### src/rtl/isam_pkg.sv
// Shared types for the interval sort-and-merge block.
// Holds the stored interval entry and the comparator result struct.
// No dependencies.
`timescale 1ns / 1ps

package isam_pkg;

    localparam int POINT_W = 32;

    // One stored interval, start in the low half
    typedef struct packed {
        logic signed [POINT_W-1:0] end_pt;
        logic signed [POINT_W-1:0] start_pt;
    } isam_entry_t;

    // Result of the shared compare unit: upper pair and lower pair
    typedef struct packed {
        logic hi_lt;
        logic hi_eq;
        logic lo_lt;
    } isam_cmp_t;

endpackage

### src/rtl/isam_cmp.sv
// Shared signed compare unit of the interval sort-and-merge block.
// Compares two pairs of 32-bit points at once; depends on isam_pkg.
`timescale 1ns / 1ps

module isam_cmp import isam_pkg::*; (
    input  logic signed [POINT_W-1:0] a_hi,
    input  logic signed [POINT_W-1:0] b_hi,
    input  logic signed [POINT_W-1:0] a_lo,
    input  logic signed [POINT_W-1:0] b_lo,
    output isam_cmp_t                 res
);

    always_comb begin
        res.hi_lt = (a_hi < b_hi);
        res.hi_eq = (a_hi == b_hi);
        res.lo_lt = (a_lo < b_lo);
    end

endmodule

### config.mk
export PLATFORM = sky130hd
export DESIGN_NAME = isam_cmp
export DESIGN_NICKNAME = d
export VERILOG_FILES = /design/src/rtl/isam_pkg.sv /design/src/rtl/isam_cmp.sv
export SDC_FILE = /design/constraint.sdc
export NUM_CORES = 1
export LEC_CHECK = 0
export BUFFER_PORTS_ARGS = -buffer_cell sky130_fd_sc_hd__clkbuf_2
export CORE_MARGIN = 3
export CORE_UTILIZATION = 30
export DETAILED_ROUTE_END_ITERATION = 8
export PLACE_DENSITY_LB_ADDON = 0.1
export SYNTH_ARGS = -nofsm -noshare
export SYNTH_HDL_FRONTEND = slang
export SYNTH_SLANG_ARGS = --single-unit
export TNS_END_PERCENT = 100
### constraint.sdc
create_clock -name vclk -period 1.4
set_input_delay 0 -clock vclk [all_inputs]
set_output_delay 0 -clock vclk [all_outputs]
set_load 0.05 [all_outputs]
## Word level (Yosys, flattened, before mapping)

Cells that the tools add are included.

| word-level totals | value |
|---|---|
| register bits after elaboration | 0 |
| RAM bits | 0 |
| logic and storage cells | 3 |
| memories kept | 0 |
| latch bits | 0 |
| memory bits (read-only) | 0 |

| operators by class | value |
|---|---|
| reduce and logical (&&, ||, !) cells | 0 |
| $add $sub $neg | 0 |
| $mul | 0 |
| shifts and indexed selects | 0 |
| divide/modulo/power cells | 0 |
| bitwise gates (word level) | 0 |
| $lt $le $gt $ge | 2 |
| equal/unequal tests | 1 |
| multiplexer cells | 0 |

Operators with widths:

| kind | count |
|---|---|
| $lt A32 B32 Y1 | 2 |
| $eq A32 B32 Y1 | 1 |

## Longest topological paths before layout

Gate-level depths: netlist (run 1).

| logic depth | value |
|---|---|
| word-level depth | 1 |
| gate-level depth with buffers | 7 |
| gate-level depth less buffers | 7 |

## Worst setup path after synthesis (run 1)

Ideal clock, no wire load.

| timing | value |
|---|---|
| path kind | input-to-output |
| from | in b_hi[23] |
| to | out res[1] (netlist name) |
| arrival time | 2.338 ns |
| slack | -0.938 ns |
| cell stages on the path | 7 |
| cell sequence | inv_1 > ha_1 > and4_1 > nand2b_1 > nor4_2 > inv_1 > nor4_1 |

RTL lines:

| item | line | source |
|---|---|---|
| start, declared | isam_cmp.sv:7 | `input logic signed [POINT_W-1:0] b_hi,` |
| end, declared | isam_cmp.sv:10 | `output isam_cmp_t res` |

==> qor.yml, run 1 <==
start_util: 0.3125
min_to: "res[2]"
rsz0062_at_grt: "yes"
ir_drop_v: 0.0001323
fp-row-count: 26
required_ps: 1400
numPlacedInstances: 447
ys_seq_area_frac: 0
instances_no_fill: 450
power_density_mw_per_mm2: 291.6
status: "finished, violations left"
final_common_cell: "clkbuf_2"
drive_above_1_share: 0.6421
final_cell_mix: "clkbuf_2, ha_4, inv_1"
holdCritStartpoint: "a_hi[31]"
fill_cells: 453
finalSetupViolCount: 3
synth_cell_types: 30
cp.arrival_ps: 1570
grt_pass1_wl_um: 7251
first_iter_violations: 14
port_buffers: 131
min_path_type: "in2out"
multi_input_comb_area_mm2: 0.002007
yosys_warnings: 0
routed_wl_um: 5009
fmax_ghz: 0.6358
vias: 2027
maxCapViolations: 0
nets: 573
period_share: 1.123
total_power_uw: 977.8
ant_nets: 0
grt_antenna_before_repair: 0
grt_overflow: 0
die_w_um: 79.41
synth_area_mm2: 0.001617
firstDrtPassIters: 3
regArea_um2: 0
area_growth_syn_to_layout_pct: 107.4
failed_checks: "setup timing"
grt_max_degree: 4
synthCells: 229
setup_ws_ps: -172.8
syn_nets: 420
slew_violations: 0
n_antenna_cell: 0
io_pins: 131
core_area_mm2: 0.005172
place.gp.congestion: 0.7274
grt_pass1_vias: 1938
path_class: "in2out"
drcViolationCount: 0
holdPathStages: 5
p_leak_nw: 1.711
post_drt_via_cell_ratio: 4.504
hold_viol: 0
cp-end-kind: "output port"
seq_cells: 0
nClkBuffers: 0
fin_crit_ps: 1573
wl_per_cell_um: 11.13
dieHeight_um: 79.41
slew_headroom: 0.7182
worst_slew_pin_slew_ps: 419.1
cp_max_fo: 2
gr-usage-all-layers: 0.1348
dp_hpwl_um: 4295
avgSynthCellArea_um2: 7.059
worst_setup_path_start_kind: "input pin"
dieArea_mm2: 0.006305
[kinds of logic after synthesis]
logic type	share of synthesized area
mux	0.006192
compound gates	0.2036
fa+ha+maj	0.4876
buf+inv	0.1486
simple gates	0.1540
[metrics by stage]
| stage | util | setup slack, ps | cell area (um2) | TNS (ps) | hold slack [ps] |
|---|---|---|---|---|---|
| after global routing | 0.6483 | -242.8 | 3353 | -574.2 | 567.5 |
| final | 0.6483 | -172.8 | 3353 | -289.6 | 551.4 |
| after floorplan | - | -58.71 | 1993 | -108.4 | 249.7 |
| after global placement | 0.5595 | -219.5 | 2894 | -591.2 | 538.5 |
| after detailed placement | 0.5595 | -236.7 | 2894 | -620.1 | 554.9 |
| after CTS | 0.5837 | -222.1 | 3019 | -382.3 | 554.8 |
[metal layers]
| metal | wire length (um) | global-route usage | up-vias | share of wire |
|---|---|---|---|---|
| met5 | 0 | 0 | - | 0 |
| li1 | - | - | 1093 | - |
| met1 | 1908 | 0.1617 | 865 | 0.38 |
| met2 | 2742 | 0.2719 | 67 | 0.55 |
| met3 | 342 | 0.01129 | 2 | 0.068 |
| met4 | 15 | 0 | 0 | 0.0030 |
[timing repair]
action                     CTS  global route
gates resized for setup     18            54
pin swaps                   12            30
setup endpoints to repair    3             3
hold buffers                 0             0
buffers inserted             0             3
[worst max-delay path, stage by stage]
cell,delay (ps)
clkbuf_2,120
inv_6,30
ha_4,220
nor2b_1,120
o211ai_1,180
a211oi_2,120
o32ai_4,320
mux2i_4,290
buf_12,160
[worst max-delay path by stage]
stage / startpoint / end / slack [ps] / cells after the start
global placement: b_hi[22] / res[2] / -220 / 9
floorplan: b_hi[22] / res[1] / -60 / 7
detailed placement: b_lo[22] / res[0] / -240 / 8
CTS: a_hi[15] / res[2] / -220 / 8
global route: b_hi[7] / res[2] / -240 / 9
finish: b_hi[1] / res[2] / -170 / 9
[cell usage after synthesis]
| cell type | count | area share |
|---|---|---|
| inv_1 | 64 | 0.15 |
| ha_1 | 63 | 0.49 |
| a21oi_1 | 26 | 0.080 |
| nand2_1 | 17 | 0.039 |
| nand4_1 | 9 | 0.035 |
| o21ai_0 | 8 | 0.025 |
| nor2_1 | 6 | 0.014 |
| a211oi_1 | 4 | 0.019 |
| nor2b_1 | 3 | 0.012 |
| o21ai_1 | 3 | 0.0093 |
| a21o_1 | 2 | 0.0093 |
| a21oi_2 | 2 | 0.011 |
| nand2b_1 | 2 | 0.0077 |
| nand3_1 | 2 | 0.0062 |
| nor4_1 | 2 | 0.0077 |
| o211ai_1 | 2 | 0.0093 |
| a211o_1 | 1 | 0.0054 |
| a211oi_2 | 1 | 0.0077 |
| a31oi_1 | 1 | 0.0039 |
| and4_1 | 1 | 0.0054 |
| mux2i_1 | 1 | 0.0062 |
| nand4_2 | 1 | 0.0077 |
| nor3_1 | 1 | 0.0031 |
| nor4_2 | 1 | 0.0077 |
| o2111ai_1 | 1 | 0.0054 |
| o22ai_1 | 1 | 0.0039 |
| o31ai_1 | 1 | 0.0046 |
| o32ai_2 | 1 | 0.010 |
| or2_1 | 1 | 0.0039 |
| or4_1 | 1 | 0.0046 |
[report_power, final]
| group | internal, mW | switching [mW] |
|---|---|---|
| Sequential | 0 | 0 |
| Combinational | 0.536 | 0.442 |
| Clock | 0 | 0 |
| Total | 0.536 | 0.442 |
[layout make-up]
cell class,count,share of cell area
Inverter,64,0.08507
Multi-Input combinational cell,165,0.5985
Timing Repair Buffer,151,0.2903
Tap cell,70,0.02612
Note: power is estimated with default switching activity, not from simulation.
==> run 2, diff against run 1 <==
--- a/config.mk
+++ b/config.mk
@@ -6,10 +6,11 @@
 export NUM_CORES = 1
 export LEC_CHECK = 0
 export BUFFER_PORTS_ARGS = -buffer_cell sky130_fd_sc_hd__clkbuf_2
-export CORE_MARGIN = 3
+export CORE_MARGIN = 5
 export CORE_UTILIZATION = 30
 export DETAILED_ROUTE_END_ITERATION = 8
 export PLACE_DENSITY_LB_ADDON = 0.1
+export REMOVE_ABC_BUFFERS = 1
 export SYNTH_ARGS = -nofsm -noshare
 export SYNTH_HDL_FRONTEND = slang
 export SYNTH_SLANG_ARGS = --single-unit
==> constraint.sdc (replaced) <==
create_clock -name vclk -period 1.48
set_input_delay 0 -clock vclk [all_inputs]
set_output_delay 0 -clock vclk [all_outputs]
set_load 0.05 [all_outputs]
==> run 2 against run 1 <==
The flow still finishes with violations (setup timing). Highest routed layer unchanged. Clock-buffer cell count unchanged. Critical endpoint unchanged. Sequential share of layout area unchanged. Largest cell class unchanged. Via count increased by 0.84%. Die area increased by 10%. First-iteration DRC count decreased by 14%. Utilization decreased by 3.7 points. Worst hold slack improved by 44 ps.
==> qor.yml, run 2 (synthesized netlist as in run 1, its figures left out) <==
status: "finished, violations left"
failed_checks: "setup timing"
holdPathStages: 6
total_power_uw: 875.1
fmax_ghz: 0.6122
first_iter_violations: 12
startpoint: "b_hi[10]"
p_int_uw: 491.1
numPlacedInstances: 445
grt_pass1_vias: 2127
endpoint: "res[2]"
max_stage_delay_ps: 300
cp_cell_sequence: "clkbuf_2, inv_1, ha_4, nand4_1, nor2_1, a211o_1, o32ai_2, mux2i_1, bufbuf_16"
finalSetupViolCount: 3
fill_cells: 477
p_leak_nw: 1.687
p_seq_frac: 0
worst_slew_pin_slew_ps: 240.1
drive_above_1_share: 0.5947
rsz0062_at_grt: "yes"
routed_wl_um: 5280
power_density_mw_per_mm2: 276.6
period_share: 1.104
grt_pass1_wl_um: 8790
vias: 2044
dieHeight_um: 83.41
post_drt_via_cell_ratio: 4.542
firstDrtPassIters: 2
p_comb_frac: 1.000
slew_headroom: 0.8386
seq_cells: 0
area_growth_syn_to_layout_pct: 95.74
min_path_type: "in2out"
required_ps: 1480
place.gp.congestion: 0.8007
ir_drop_v: 0.0001511
cp.arrival_ps: 1630
core_area_mm2: 0.005172
nClkBuffers: 0
regArea_um2: 0
wl_per_cell_um: 11.73
grt_overflow: 0
die_w_um: 83.41
path_class: "in2out"
power.net_switching_uw: 384.1
grt_antenna_before_repair: 0
cp_top_family: "compound AO/OA/AOI/OAI gates"
ant_nets: 0
io_pins: 131
final_cell_mix: "clkbuf_2, inv_1, ha_1"
grt_max_degree: 4
critPathBufInv: 3
maxCapViolations: 0
drcViolationCount: 0
switching_share: 0.4389
worst_setup_path_start_kind: "input pin"
dieArea_mm2: 0.006956
nets: 573
setup_ws_ps: -153.5
dp_hpwl_um: 4316
port_buffers: 131
cp-end-kind: "output port"
cp.depth: 9
start_util: 0.3125
fp-row-count: 26
cp_max_fo: 2
hold_viol: 0
instances_no_fill: 450
n_antenna_cell: 0
slew_violations: 0
gr-usage-all-layers: 0.1411
final_common_cell: "clkbuf_2"
fin_crit_ps: 1633
slowest_stage: "bufbuf_16"
p_clk_frac: 0
-- run 2: cell count changes in the layout (fill, tap and decap cells not counted), moves of 3 or more --
cell   before  now
ha_1       25   32
ha_4       38   31
inv_1      31   36
inv_2      23   20
-- run 2: metrics by stage --
step                TNS [ps]  setup slack, ps  hold WS, ps    util  area [um2]
floorplan              -1567           -858.2        465.4       -        1617
global placement      -457.6           -238.4        591.4  0.4838        2502
detailed placement    -550.7           -271.0        612.4  0.4838        2502
CTS                   -152.2           -130.9        613.0  0.5493        2841
global route          -441.0           -230.4        624.1  0.6118        3164
finish                -175.1           -153.5        594.9  0.6118        3164
-- run 2: what timing repair did --
| action | CTS | global route |
|---|---|---|
| endpoints found under the setup margin | 3 | 3 |
| endpoints found under the hold margin | 0 | 0 |
| setup buffers | 2 | 3 |
| gates resized for setup | 46 | 62 |
| hold buffers | 0 | 0 |
| pin swaps | 27 | 28 |
-- run 2: metal layers --
layer  routed length (um)  GRT usage
met1                 2149     0.1678
met4                   51    0.01189
met3                  331    0.02376
met2                 2748     0.2711
met5                    0          0
-- run 2: how the worst min path moves through the flow --
| stage | slack (ps) | endpoint | from |
|---|---|---|---|
| floorplan | 470 | res[1] | b_hi[0] |
| global placement | 590 | res[2] | a_hi[31] |
| detailed placement | 610 | res[2] | a_hi[31] |
| CTS | 610 | res[0] | a_lo[31] |
| global route | 620 | res[0] | a_lo[31] |
| finish | 590 | res[0] | a_lo[31] |
-- run 2: layout make-up --
| cell class | instances | area [um2] | area share |
|---|---|---|---|
| inverters | 64 | 260.3 | 0.08225 |
| well taps | 70 | 87.58 | 0.02768 |
| multi-input cells | 165 | 1852 | 0.5852 |
| repair buffers | 151 | 964.7 | 0.3049 |
-- run 2: power groups by stage --
stage | clock [mW] | sequential (mW) | combinational, mW
final | 0 | 0 | 0.875
after global routing | 0 | 0 | 0.995
after CTS | 0 | 0 | 0.769
after detailed placement | 0 | 0 | 0.644
after global placement | 0 | 0 | 0.639
after floorplan | 0 | 0 | 0.340
